[src/rtl/framed_command_stepper_pulser_macros.svh]
// assertion macros for the checks in the block's top-level file
`ifndef FRAMED_COMMAND_STEPPER_PULSER_MACROS_SVH
`define FRAMED_COMMAND_STEPPER_PULSER_MACROS_SVH

// consequent must hold in the same cycle as the antecedent
`define FCSP_ASSERT_SAME(label, ante, cons) \
    label: assert property (@(posedge i_clk) disable iff (!i_rst_n) (ante) |-> (cons)) \
        else $error("fcsp check failed");

// consequent must hold in the cycle after the antecedent
`define FCSP_ASSERT_NEXT(label, ante, cons) \
    label: assert property (@(posedge i_clk) disable iff (!i_rst_n) (ante) |=> (cons)) \
        else $error("fcsp check failed");

`endif

[src/rtl/fcsp_pkg.sv]
package fcsp_pkg;

    // framing limits
    localparam int MAX_FRAME_BYTES = 63;
    localparam int LEN_W           = $clog2(MAX_FRAME_BYTES + 1);
    localparam int KEEP_BYTES      = 3;

    typedef logic [LEN_W-1:0] t_len;

    // event codes
    localparam logic [1:0] OP_BYTE    = 2'd0;
    localparam logic [1:0] OP_TIMEOUT = 2'd1;
    localparam logic [1:0] OP_TICK    = 2'd2;

    // frame delimiters and command bytes
    localparam logic [7:0] FRAME_OPEN  = 8'hAA;
    localparam logic [7:0] FRAME_CLOSE = 8'h5A;
    localparam logic [7:0] CMD_SPEED   = 8'h01;
    localparam logic [7:0] CMD_STOP    = 8'h02;
    localparam logic [7:0] CMD_ANGLE   = 8'h03;
    localparam logic [7:0] DIR_FWD     = 8'h04;
    localparam logic [7:0] DIR_REV     = 8'h05;

    // pwm defaults
    localparam logic [8:0] DEFAULT_PERIOD        = 9'd20;
    localparam logic [7:0] DEFAULT_COMPARE       = 8'd10;
    localparam logic [7:0] RESET_PULSES_PER_UNIT = 8'd100;

    // response codes
    localparam logic [2:0] RESP_NONE    = 3'd0;
    localparam logic [2:0] RESP_OK      = 3'd1;
    localparam logic [2:0] RESP_PARAM   = 3'd2;
    localparam logic [2:0] RESP_ANGLE   = 3'd3;
    localparam logic [2:0] RESP_UNKNOWN = 3'd4;

    // a closed frame as seen by the command logic
    typedef struct packed {
        logic       run;
        logic [7:0] b0;
        logic [7:0] b1;
        logic [7:0] b2;
        logic       len_ge2;
        logic       len_ge3;
    } t_cmd;

    // one result item
    typedef struct packed {
        logic       step_level;
        logic       direction_level;
        logic       driver_disable;
        logic       pulse_mode;
        logic [2:0] response;
    } t_result;

endpackage

[src/rtl/fcsp_deframer.sv]
module fcsp_deframer (
    input  logic              i_clk,
    input  logic              i_rst_n,
    input  logic              i_fire,
    input  logic [1:0]        i_opcode,
    input  logic [7:0]        i_rx_byte,
    output fcsp_pkg::t_cmd    o_cmd
);

    logic           r_in_frame, n_in_frame;
    fcsp_pkg::t_len r_len, n_len;
    logic [7:0]     r_bytes [0:fcsp_pkg::KEEP_BYTES-1];
    logic [7:0]     n_bytes [0:fcsp_pkg::KEEP_BYTES-1];

    // frame state update for the item in the input register
    always_comb begin
        n_in_frame = r_in_frame;
        n_len      = r_len;
        n_bytes    = r_bytes;
        if (i_fire) begin
            case (i_opcode)
                fcsp_pkg::OP_BYTE: begin
                    if (!r_in_frame) begin
                        if (i_rx_byte == fcsp_pkg::FRAME_OPEN) begin
                            n_in_frame = 1'b1;
                            n_len      = '0;
                        end
                    end else if (i_rx_byte == fcsp_pkg::FRAME_CLOSE) begin
                        n_in_frame = 1'b0;
                        n_len      = '0;
                    end else if (r_len < fcsp_pkg::t_len'(fcsp_pkg::MAX_FRAME_BYTES)) begin
                        if (r_len < fcsp_pkg::t_len'(fcsp_pkg::KEEP_BYTES)) begin
                            n_bytes[r_len[1:0]] = i_rx_byte;
                        end
                        n_len = r_len + fcsp_pkg::t_len'(1);
                    end else begin
                        // overlong body aborts the frame
                        n_in_frame = 1'b0;
                        n_len      = '0;
                    end
                end
                fcsp_pkg::OP_TIMEOUT: begin
                    n_in_frame = 1'b0;
                    n_len      = '0;
                end
                default: begin
                end
            endcase
        end
    end

    // frame registers
    always_ff @(posedge i_clk) begin
        if (!i_rst_n) begin
            r_in_frame <= 1'b0;
            r_len      <= '0;
        end else begin
            r_in_frame <= n_in_frame;
            r_len      <= n_len;
        end
        r_bytes <= n_bytes;
    end

    // closing byte of a non-empty frame runs a command
    always_comb begin
        o_cmd.run     = (i_opcode == fcsp_pkg::OP_BYTE) && r_in_frame
                        && (i_rx_byte == fcsp_pkg::FRAME_CLOSE) && (r_len != '0);
        o_cmd.b0      = r_bytes[0];
        o_cmd.b1      = r_bytes[1];
        o_cmd.b2      = r_bytes[2];
        o_cmd.len_ge2 = (r_len >= fcsp_pkg::t_len'(2));
        o_cmd.len_ge3 = (r_len >= fcsp_pkg::t_len'(3));
    end

endmodule

[src/rtl/fcsp_motor.sv]
module fcsp_motor (
    input  logic                i_clk,
    input  logic                i_rst_n,
    input  logic                i_fire,
    input  logic [1:0]          i_opcode,
    input  fcsp_pkg::t_cmd      i_cmd,
    input  logic [7:0]          i_pulses_per_unit,
    output fcsp_pkg::t_result   o_result
);

    logic [8:0]  r_speed_period, n_speed_period;
    logic [7:0]  r_speed_compare, n_speed_compare;
    logic [8:0]  r_live_period, n_live_period;
    logic [7:0]  r_live_compare, n_live_compare;
    logic [8:0]  r_tick, n_tick;
    logic        r_running, n_running;
    logic        r_counting, n_counting;
    logic [15:0] r_done, n_done;
    logic [15:0] r_target, n_target;
    logic        r_direction, n_direction;
    logic        r_disable, n_disable;
    logic [2:0]  w_response;
    logic [15:0] w_done_inc;
    logic [15:0] w_target_calc;

    assign w_done_inc    = r_done + 16'd1;
    assign w_target_calc = 16'(i_cmd.b1) * 16'(i_pulses_per_unit);

    // command execution and pwm tick
    always_comb begin
        n_speed_period  = r_speed_period;
        n_speed_compare = r_speed_compare;
        n_live_period   = r_live_period;
        n_live_compare  = r_live_compare;
        n_tick          = r_tick;
        n_running       = r_running;
        n_counting      = r_counting;
        n_done          = r_done;
        n_target        = r_target;
        n_direction     = r_direction;
        n_disable       = r_disable;
        w_response      = fcsp_pkg::RESP_NONE;
        if (i_fire && i_cmd.run) begin
            case (i_cmd.b0)
                fcsp_pkg::CMD_SPEED: begin
                    if (!i_cmd.len_ge3) begin
                        w_response = fcsp_pkg::RESP_PARAM;
                    end else begin
                        w_response = fcsp_pkg::RESP_OK;
                        if (i_cmd.b1 == fcsp_pkg::DIR_FWD || i_cmd.b1 == fcsp_pkg::DIR_REV) begin
                            n_direction     = (i_cmd.b1 == fcsp_pkg::DIR_REV);
                            n_speed_compare = i_cmd.b2;
                            n_speed_period  = {i_cmd.b2, 1'b0};
                            n_live_compare  = i_cmd.b2;
                            n_live_period   = {i_cmd.b2, 1'b0};
                            n_counting      = 1'b0;
                            n_tick          = '0;
                            n_done          = '0;
                            n_running       = 1'b1;
                            n_disable       = 1'b0;
                        end
                    end
                end
                fcsp_pkg::CMD_STOP: begin
                    w_response     = fcsp_pkg::RESP_OK;
                    n_live_period  = fcsp_pkg::DEFAULT_PERIOD;
                    n_live_compare = fcsp_pkg::DEFAULT_COMPARE;
                    n_disable      = 1'b1;
                    n_running      = 1'b0;
                    n_counting     = 1'b0;
                    n_done         = '0;
                end
                fcsp_pkg::CMD_ANGLE: begin
                    if (!i_cmd.len_ge2) begin
                        w_response = fcsp_pkg::RESP_ANGLE;
                    end else begin
                        w_response     = fcsp_pkg::RESP_OK;
                        n_target       = w_target_calc;
                        n_done         = '0;
                        n_live_period  = (r_speed_period == '0) ? fcsp_pkg::DEFAULT_PERIOD
                                                                 : r_speed_period;
                        n_live_compare = (r_speed_compare == '0) ? fcsp_pkg::DEFAULT_COMPARE
                                                                  : r_speed_compare;
                        n_tick         = '0;
                        n_running      = 1'b1;
                        n_counting     = 1'b1;
                    end
                end
                default: begin
                    w_response = fcsp_pkg::RESP_UNKNOWN;
                end
            endcase
        end else if (i_fire && i_opcode == fcsp_pkg::OP_TICK && r_running) begin
            if (r_tick >= r_live_period) begin
                // end of one pwm period
                n_tick = '0;
                if (r_counting) begin
                    n_done = w_done_inc;
                    if (w_done_inc >= r_target) begin
                        n_running  = 1'b0;
                        n_counting = 1'b0;
                        n_done     = '0;
                    end
                end
            end else begin
                n_tick = r_tick + 9'd1;
            end
        end
    end

    // motor state registers
    always_ff @(posedge i_clk) begin
        if (!i_rst_n) begin
            r_speed_period  <= fcsp_pkg::DEFAULT_PERIOD;
            r_speed_compare <= fcsp_pkg::DEFAULT_COMPARE;
            r_live_period   <= fcsp_pkg::DEFAULT_PERIOD;
            r_live_compare  <= fcsp_pkg::DEFAULT_COMPARE;
            r_tick          <= '0;
            r_running       <= 1'b0;
            r_counting      <= 1'b0;
            r_done          <= '0;
            r_target        <= '0;
            r_direction     <= 1'b0;
            r_disable       <= 1'b0;
        end else begin
            r_speed_period  <= n_speed_period;
            r_speed_compare <= n_speed_compare;
            r_live_period   <= n_live_period;
            r_live_compare  <= n_live_compare;
            r_tick          <= n_tick;
            r_running       <= n_running;
            r_counting      <= n_counting;
            r_done          <= n_done;
            r_target        <= n_target;
            r_direction     <= n_direction;
            r_disable       <= n_disable;
        end
    end

    // levels after the update
    always_comb begin
        o_result.step_level      = n_running && (n_tick < {1'b0, n_live_compare});
        o_result.direction_level = n_direction;
        o_result.driver_disable  = n_disable;
        o_result.pulse_mode      = n_counting;
        o_result.response        = w_response;
    end

endmodule

[src/rtl/framed_command_stepper_pulser.sv]
// Framed command stepper pulser.
// Input channel (i_valid / o_stall) carries one event per transfer: a received
// byte, a receive timeout or a prescaled timer tick (i_opcode, i_rx_byte).
// Output channel (o_valid / i_stall) returns exactly one result per event:
// step, direction and disable levels, pulse mode and a response code.
// The configuration channel (i_cfg_valid / o_cfg_ready) writes pulses per unit;
// o_cfg_ready is always high; writes must be made while the block is idle, and
// the block itself does not enforce this. An event in the input register moves
// on into the result register when that register is empty or its result is
// taken, and o_valid rises with it. Throughput is one event per cycle while
// the receiver does not stall; all of the work is one pass of logic between
// the input register and the result register.
// When the receiver stalls, the result register holds; the input register can
// still take one more event, and o_stall rises once both are full.
// Synchronous reset clears the valid bits of both registers and the framing
// state, stops the pwm, sets the pwm to 20/10 and pulses per unit to 100.
module framed_command_stepper_pulser (
    input  logic       i_clk,
    input  logic       i_rst_n,
    input  logic       i_valid,
    output logic       o_stall,
    input  logic [1:0] i_opcode,
    input  logic [7:0] i_rx_byte,
    output logic       o_valid,
    input  logic       i_stall,
    output logic       o_step_level,
    output logic       o_direction_level,
    output logic       o_driver_disable,
    output logic       o_pulse_mode,
    output logic [2:0] o_response,
    input  logic       i_cfg_valid,
    output logic       o_cfg_ready,
    input  logic [7:0] i_cfg_data
);

    logic              r_in_valid;
    logic [1:0]        r_in_opcode;
    logic [7:0]        r_in_rx_byte;
    logic              r_out_valid;
    fcsp_pkg::t_result r_out;
    logic [7:0]        r_pulses_per_unit;
    logic              w_fire;
    logic              w_in_take;
    fcsp_pkg::t_cmd    w_cmd;
    fcsp_pkg::t_result w_result;

    // handshake
    assign w_fire      = r_in_valid && (!r_out_valid || !i_stall);
    assign o_stall     = r_in_valid && !w_fire;
    assign w_in_take   = i_valid && !o_stall;
    assign o_cfg_ready = 1'b1;

    // input register
    always_ff @(posedge i_clk) begin
        if (!i_rst_n) begin
            r_in_valid <= 1'b0;
        end else if (w_in_take) begin
            r_in_valid <= 1'b1;
        end else if (w_fire) begin
            r_in_valid <= 1'b0;
        end
        if (w_in_take) begin
            r_in_opcode  <= i_opcode;
            r_in_rx_byte <= i_rx_byte;
        end
    end

    // configuration register
    always_ff @(posedge i_clk) begin
        if (!i_rst_n) begin
            r_pulses_per_unit <= fcsp_pkg::RESET_PULSES_PER_UNIT;
        end else if (i_cfg_valid && o_cfg_ready) begin
            r_pulses_per_unit <= i_cfg_data;
        end
    end

    fcsp_deframer u_deframer (
        .i_clk     (i_clk),
        .i_rst_n   (i_rst_n),
        .i_fire    (w_fire),
        .i_opcode  (r_in_opcode),
        .i_rx_byte (r_in_rx_byte),
        .o_cmd     (w_cmd)
    );

    fcsp_motor u_motor (
        .i_clk             (i_clk),
        .i_rst_n           (i_rst_n),
        .i_fire            (w_fire),
        .i_opcode          (r_in_opcode),
        .i_cmd             (w_cmd),
        .i_pulses_per_unit (r_pulses_per_unit),
        .o_result          (w_result)
    );

    // result register
    always_ff @(posedge i_clk) begin
        if (!i_rst_n) begin
            r_out_valid <= 1'b0;
        end else if (w_fire) begin
            r_out_valid <= 1'b1;
        end else if (!i_stall) begin
            r_out_valid <= 1'b0;
        end
        if (w_fire) begin
            r_out <= w_result;
        end
    end

    assign o_valid           = r_out_valid;
    assign o_step_level      = r_out.step_level;
    assign o_direction_level = r_out.direction_level;
    assign o_driver_disable  = r_out.driver_disable;
    assign o_pulse_mode      = r_out.pulse_mode;
    assign o_response        = r_out.response;

    // checks
    `include "framed_command_stepper_pulser_macros.svh"

    `FCSP_ASSERT_SAME(a_stall_only_when_full, o_stall, r_in_valid && r_out_valid && i_stall)
    `FCSP_ASSERT_NEXT(a_no_resp_off_byte, w_fire && r_in_opcode != fcsp_pkg::OP_BYTE,
                      r_out.response == fcsp_pkg::RESP_NONE)
    `FCSP_ASSERT_NEXT(a_held_item_kept, r_in_valid && r_out_valid && i_stall, r_in_valid)

endmodule

[config.mk]
export PLATFORM = sky130hd
export DESIGN_NAME = framed_command_stepper_pulser
export DESIGN_NICKNAME = d
export VERILOG_FILES = /design/src/rtl/fcsp_pkg.sv /design/src/rtl/fcsp_deframer.sv /design/src/rtl/fcsp_motor.sv /design/src/rtl/framed_command_stepper_pulser.sv
export VERILOG_INCLUDE_DIRS = /design/src /design/src/rtl
export SDC_FILE = /design/constraint.sdc
export NUM_CORES = 1
export LEC_CHECK = 0
export BUFFER_PORTS_ARGS = -buffer_cell sky130_fd_sc_hd__buf_4
export CORE_MARGIN = 2
export CORE_UTILIZATION = 50
export DETAILED_ROUTE_END_ITERATION = 8
export PLACE_DENSITY = 0.78
export SLEW_MARGIN = 20
export SYNTH_ARGS = -nofsm -noshare
export SYNTH_HDL_FRONTEND = slang
export SYNTH_SLANG_ARGS = --single-unit
export TNS_END_PERCENT = 100
[constraint.sdc]
create_clock -name i_clk -period 5.16 [get_ports i_clk]
set_input_delay 1.032 -clock i_clk [delete_from_list [all_inputs] [get_ports i_clk]]
set_output_delay 1.032 -clock i_clk [all_outputs]
set_load 0.005 [all_outputs]
==> results.sh, run 1 <==
export IMPL_cp_top_family="adder cells"
export IMPL_maxClockFrequency_mhz=220
export IMPL_ys_seq_elements=127
export IMPL_synth_yosys_warnings=0
export IMPL_cts_max_level=4
export IMPL_switching_fraction_pct=24.8
export IMPL_synth_distinct_cells=77
export IMPL_ys_flop_type="dfxtp_1"
export IMPL_synth_seq_area_share_pct=35.7
export IMPL_async_flop_share_pct=0
export IMPL_first_iter_violations=416
export IMPL_hold_path_cell_count=2
export IMPL_detail_route_drc_violations=0
export IMPL_port_buffer_count=31
export IMPL_synthesis_nets=1022
export IMPL_cts_sinks=127
export IMPL_clkLatencyLatePin_ns=0.42
export IMPL_reg2reg_to="u_motor.r_target[15]"
export IMPL_avgSynthCellArea_um2=9.30
export IMPL_drt_first_pass_iters=4
export IMPL_worst_clock_skew_ns=0.00846
export IMPL_tritoncts_clock_tree="done"
export IMPL_grt_total_usage_pct=20.6
export IMPL_yosysTopAreaCellShare_pct=20.8
export IMPL_worstReg2RegStart="u_deframer.o_cmd[11]"
export IMPL_unrepaired_setup_endpoints_after_global_routing="no"
export IMPL_tritoncts_num_buffers=17
export IMPL_rows=47
export IMPL_synthDominantAreaCellType="dfxtp_1"
export IMPL_path_buf_inv=2
export IMPL_worst_hold_startpoint="u_motor.r_target[1]"
export IMPL_detailroute_via_count=6363
export IMPL_period_minus_slack_ns=4.55
export IMPL_p_leak_nw=3.98
export IMPL_power_frac_seq_pct=40.4
export IMPL_worstSetupPathType="reg2reg"
export IMPL_finalCoreUtilization_pct=56.7
export IMPL_synth_top_cells_by_count="107 x nand2_1, 88 x inv_1, 86 x dfxtp_1"
export IMPL_finalSetupViolations=0
export IMPL_overflow=0
export IMPL_routed_wirelength_mm=17.6
export IMPL_post_synth_top_count_cell="nand2_1"
export IMPL_die_width_um=133
export IMPL_die_area_mm2=0.0176
export IMPL_nets=1053
export IMPL_hold_buffers=0
export IMPL_vias_in_the_first_global_route=6116
export IMPL_synthCells=890
export IMPL_clk_root_buffer_cell="clkbuf_16"
export IMPL_viasPerCell=5.51
export IMPL_pwr_share_comb_pct=12.6
export IMPL_pin_count=33
export IMPL_critPathLaunchType="flop"
export IMPL_slowest_delay_ns=0.55
export IMPL_ctsResizeCount=0
export IMPL_r2r_slack_ns=0.61
export IMPL_postRouteAntennaNets=0
export IMPL_final_layout_size_suffix_gt1_share_pct=10.4
export IMPL_timing_worst_slew_pin_value_ns=0.946
export IMPL_setup_tns_ns=0
export IMPL_power_density_mw_per_mm2=281
export IMPL_total_power_mw=2.62
export IMPL_wire_length_of_the_first_global_routing_pass_mm=29.2
export IMPL_pwr_share_clk_pct=46.9
export IMPL_crit_path_frequent_cell="fa_1"
export IMPL_nFillCells=1375
export IMPL_worstHoldEndpoint="u_motor.r_target[1]"
export IMPL_placeableCoreArea_mm2=0.0164
export IMPL_pin_count_of_the_biggest_net_entering_global_routing=54
export IMPL_gp_congestion=0.867
export IMPL_post_synth_main_area_contributors="dfxtp_1 21%, edfxtp_1 15%, ha_1 11%, fa_1 8.7%, nand2_1 4.9%"
export IMPL_cell_area_after_synthesis_mm2=0.00828
export IMPL_cts_path_max_buffers=2
export IMPL_r2r_cells=15
export IMPL_timing_max_slew_rel_slack_pct=36.8
export IMPL_finalMaxSlewViolations=0
export IMPL_cap_viol_max_count=0
export IMPL_period_share_pct=88.1
export IMPL_critical_path_arrival_ns=4.88
export IMPL_power_report_internal_total_mw=1.97
export IMPL_postCtsSetupBuffers=0
export IMPL_clkSlewWorstSetupHoldPaths_ns=0.06
export IMPL_antenna_found_initial=0
export IMPL_cp_cell_instances="and2_1 > fa_1 > fa_1 > fa_1 > inv_1 > fa_1 > inv_1 > ha_1 > or2_2 > a21oi_1 > a21oi_1 > a31oi_1 > a21oi_1 > xnor2_1 > a211oi_1"
export IMPL_routedWlPerCell_um=15.2
export IMPL_floorplan_die_height_um=133
export IMPL_min_delay_path_class="reg2reg"
export IMPL_holdWs_ns=0.451
export IMPL_floorplan_initialDensity_pct=50.5
export IMPL_worstSetupEndpointType="flop"
export IMPL_netSwitchingPower_mw=0.649
export IMPL_area_growth_pct=12.4
export IMPL_critical_path_slowest_stage_cell="fa_1"
export IMPL_diodes=0
export IMPL_timing_critical_path_fanout_max=9
export IMPL_required_ns=5.49
export IMPL_outcome="complete, no violations"
export IMPL_ir_worst_vdd_mv=0.260
export IMPL_timing_hold_violations_final=0
export IMPL_detailedPlacementHpwl_mm=13.0
export IMPL_synth_enable_flop_cells=41
## metrics by stage
| step | std cells | setup slack [ns] | cell area (um^2) |
|---|---|---|---|
| 2_1_floorplan | 890 | 0.869 | 8280 |
| 3_3_place_gp | 1122 | 0.714 | 8700 |
| 5_1_grt | 1154 | 0.350 | 9310 |
| 3_5_place_dp | 1122 | 0.618 | 8700 |
| 4_1_cts | 1154 | 0.601 | 9310 |
| 6_report | 1154 | 0.614 | 9310 |
## worst min-delay path: stages (launching register included)
cell	delay, ns
dfxtp_1	0.30
nand2_1	0.05
a21oi_1	0.05
## power groups by stage
stage	sequential [mW]	combinational [mW]	clock, mW
after floorplan	1.07	0.257	0
after global placement	1.08	0.320	0
after detailed placement	1.08	0.330	0
after CTS	1.06	0.333	1.24
after global routing	1.06	0.383	1.28
final	1.06	0.331	1.23
## worst max path at each step
stage	start	end	slack (ns)	cells past startpoint
after global placement	u_deframer.o_cmd[11]	u_motor.r_target[15]	0.71	15
after CTS	u_deframer.o_cmd[11]	u_motor.r_target[15]	0.60	15
final	u_deframer.o_cmd[11]	u_motor.r_target[15]	0.61	15
after global routing	u_deframer.o_cmd[11]	u_motor.r_target[15]	0.35	15
after detailed placement	u_deframer.o_cmd[11]	u_motor.r_target[13]	0.62	15
after floorplan	u_deframer.o_cmd[11]	u_motor.r_target[13]	0.87	15
## cell type report
type	instances	area (um^2)	share of cell area, %
Clock buffer	20	447	4.80
Timing Repair Buffer	36	270	2.90
Multi-Input combinational cell	649	4860	52.2
Sequential cell	127	2950	31.7
Inverter	90	343	3.68
Clock inverter	12	159	1.71
Tap cell	220	275	2.96
## metal layers
metal | wire length [um] | track usage, % | share of wire [%]
met5 | 0 | 0 | 0
met4 | 242 | 7.53 | 1.4
met3 | 796 | 3.79 | 4.5
met2 | 8540 | 34.5 | 49
met1 | 7990 | 26.8 | 45
## registers in the layout (all words and copies together) (netlist names), 2 cells and up
| signal | flops |
|---|---|
| o_response | 3 |
| r_in_opcode | 2 |
| r_in_rx_byte | 8 |
| r_pulses_per_unit | 8 |
| u_deframer.o_cmd | 24 |
| u_deframer.r_len | 6 |
| u_motor.r_done | 16 |
| u_motor.r_live_compare | 8 |
| u_motor.r_live_period | 8 |
| u_motor.r_speed_compare | 8 |
| u_motor.r_target | 16 |
| u_motor.r_tick | 9 |
## cells by family (layout without fill, tap and decap cells)
kind of cell	count (synthesis)	count (layout)	share of synthesized area, %
fa+ha+maj	109	109	19.7
buf+inv	114	158	5.64
simple gates	334	334	20.7
compound gates	169	169	14.2
mux	9	9	1.10
xor+xnor	27	27	2.86
flops	127	127	35.7
other cells	1	1	0.0453
## cell usage in the layout, fill, tap and decap left out, drive strengths merged, types with 4 or more instances in the layout
cell type	count
xor2	11
nand2	107
a31oi	12
mux2i	8
or2	5
o21ai	18
or3	7
nand2b	7
xnor2	16
nand3	23
nor2b	6
and2	59
ha	73
nor3	12
and3	16
a22oi	9
buf	36
a311oi	5
dfxtp	86
nor2	66
clkbuf	20
fa	36
inv	92
a31o	4
clkinv	4
o31ai	5
a211oi	11
o21a	5
edfxtp	41
a21o	6
a22o	12
a21oi	55
nand4	4
nor4	9
No activity file was read; power rests on OpenSTA's default activity.
==> run 2: changes to the inputs <==
REMOVE_ABC_BUFFERS = 1   (was not set)
==> run 2 against run 1 <==
Net effect: clock-buffer cell count decreased by 3; combinational power about the same; sequential share of layout area increased by 0.18 points; hold slack improved by 0.00085 ns; critical path depth unchanged; via count about the same; largest power group unchanged.
==> results.sh, run 2 (same netlist as run 1, synthesis figures left out) <==
export IMPL_floorplan_initialDensity_pct=50.5
export IMPL_timing_hold_violations_final=0
export IMPL_timing_critical_path_fanout_max=9
export IMPL_required_ns=5.49
export IMPL_power_density_mw_per_mm2=271
export IMPL_placeableCoreArea_mm2=0.0164
export IMPL_cts_sinks=127
export IMPL_drt_first_pass_iters=7
export IMPL_nets=1053
export IMPL_detailroute_via_count=6358
export IMPL_min_delay_path_class="reg2reg"
export IMPL_overflow=0
export IMPL_placed_cells=1122
export IMPL_final_layout_size_suffix_gt1_share_pct=10.5
export IMPL_die_width_um=133
export IMPL_layout_cells_non_filler=1154
export IMPL_most_frequent_cells_in_the_layout="107 x nand2_1, 88 x inv_1, 86 x dfxtp_1"
export IMPL_ir_worst_vdd_mv=0.288
export IMPL_floorplan_die_height_um=133
export IMPL_ctsResizeCount=0
export IMPL_critical_path_arrival_ns=4.90
export IMPL_diodes=0
export IMPL_port_buffer_count=31
export IMPL_clkSlewWorstSetupHoldPaths_ns=0.06
export IMPL_die_area_mm2=0.0176
export IMPL_vias_in_the_first_global_route=6029
export IMPL_holdWs_ns=0.452
export IMPL_tritoncts_clock_tree="done"
export IMPL_hold_path_cell_count=2
export IMPL_worstSetupEndpointType="flop"
export IMPL_postCtsSetupBuffers=0
export IMPL_p_leak_nw=3.96
export IMPL_largest_register_ffs=24
export IMPL_finalSetupViolations=0
export IMPL_period_minus_slack_ns=4.57
export IMPL_maxClockFrequency_mhz=219
export IMPL_postRouteAntennaNets=0
export IMPL_critPathLaunchType="flop"
export IMPL_unrepaired_setup_endpoints_after_global_routing="no"
export IMPL_routed_wirelength_mm=17.0
export IMPL_grt_total_usage_pct=20.2
export IMPL_r2r_slack_ns=0.59
export IMPL_first_iter_violations=553
export IMPL_antenna_found_initial=0
export IMPL_detailedPlacementHpwl_mm=12.7
export IMPL_gp_congestion=0.860
export IMPL_clk_root_buffer_cell="clkbuf_16"
export IMPL_tritoncts_num_buffers=17
export IMPL_wire_length_of_the_first_global_routing_pass_mm=29.0
export IMPL_timing_max_slew_rel_slack_pct=36.5
export IMPL_timing_worst_slew_pin_value_ns=0.951
export IMPL_rows=47
export IMPL_detailed_place_area_mm2=0.00870
export IMPL_layout_commonest_cell="nand2_1"
export IMPL_routedWlPerCell_um=14.8
export IMPL_worstSetupPathType="reg2reg"
export IMPL_detail_route_drc_violations=0
export IMPL_clkLatencyLatePin_ns=0.42
export IMPL_cts_max_level=4
export IMPL_outcome="complete, no violations"
export IMPL_viasPerCell=5.51
export IMPL_area_growth_pct=11.8
export IMPL_pin_count=33
export IMPL_setup_tns_ns=0
export IMPL_cap_viol_max_count=0
export IMPL_finalMaxSlewViolations=0
export IMPL_total_power_mw=2.50
export IMPL_pin_count_of_the_biggest_net_entering_global_routing=54
export IMPL_hold_buffers=0
export IMPL_r2r_cells=15
export IMPL_worst_clock_skew_ns=0.00705
export IMPL_period_share_pct=88.6
export IMPL_cts_path_max_buffers=2
export IMPL_cell_area_after_layout_mm2=0.00925
run 2: worst paths after layout:
kind                          end                  from
max          u_motor.r_target[15]  u_deframer.o_cmd[14]
min reg2reg   u_motor.r_target[5]   u_motor.r_target[5]
min           u_motor.r_target[5]   u_motor.r_target[5]
max reg2reg  u_motor.r_target[15]  u_deframer.o_cmd[14]
run 2: layout make-up:
class,instances,area (um^2)
Timing Repair Buffer,36,270
Inverter,90,343
Clock inverter,15,128
Sequential cell,127,2950
Clock buffer,17,425
Fill cell,1368,7150
Multi-Input combinational cell,649,4860
Tap cell,220,275
run 2: metrics by stage:
stage               utilization (%)  setup slack, ns
global route                   56.4            0.357
global placement               53.0            0.710
finish                         56.4            0.588
floorplan                         -            0.868
detailed placement             53.0            0.599
CTS                            56.4            0.590
run 2: report_power, final:
part           total (mW)  internal (mW)  leakage (nW)  switching (mW)
sequential           1.06           1.04          1.07          0.0158
clock                1.12          0.628         0.268           0.488
combinational       0.329          0.151          2.62           0.178
total                2.50           1.82          3.96           0.682
run 2: metal layers:
metal	GRT usage [%]	up-vias	share of wire (%)
met5	0	-	0
met4	7.05	0	2.2
met3	3.45	36	4.6
met2	32.6	160	46
met1	27.5	3004	47
li1	-	3158	-
run 2: critical path: stages (launching register included):
cell      delay (ns)
edfxtp_1        0.51
and2_1          0.23
fa_1            0.56
fa_1            0.44
fa_1            0.54
inv_1           0.05
fa_1            0.52
inv_1           0.04
ha_1            0.33
or2_2           0.31
a21oi_1         0.15
a21oi_1         0.07
a31oi_1         0.25
a21oi_1         0.12
xnor2_1         0.13
a211oi_1        0.21
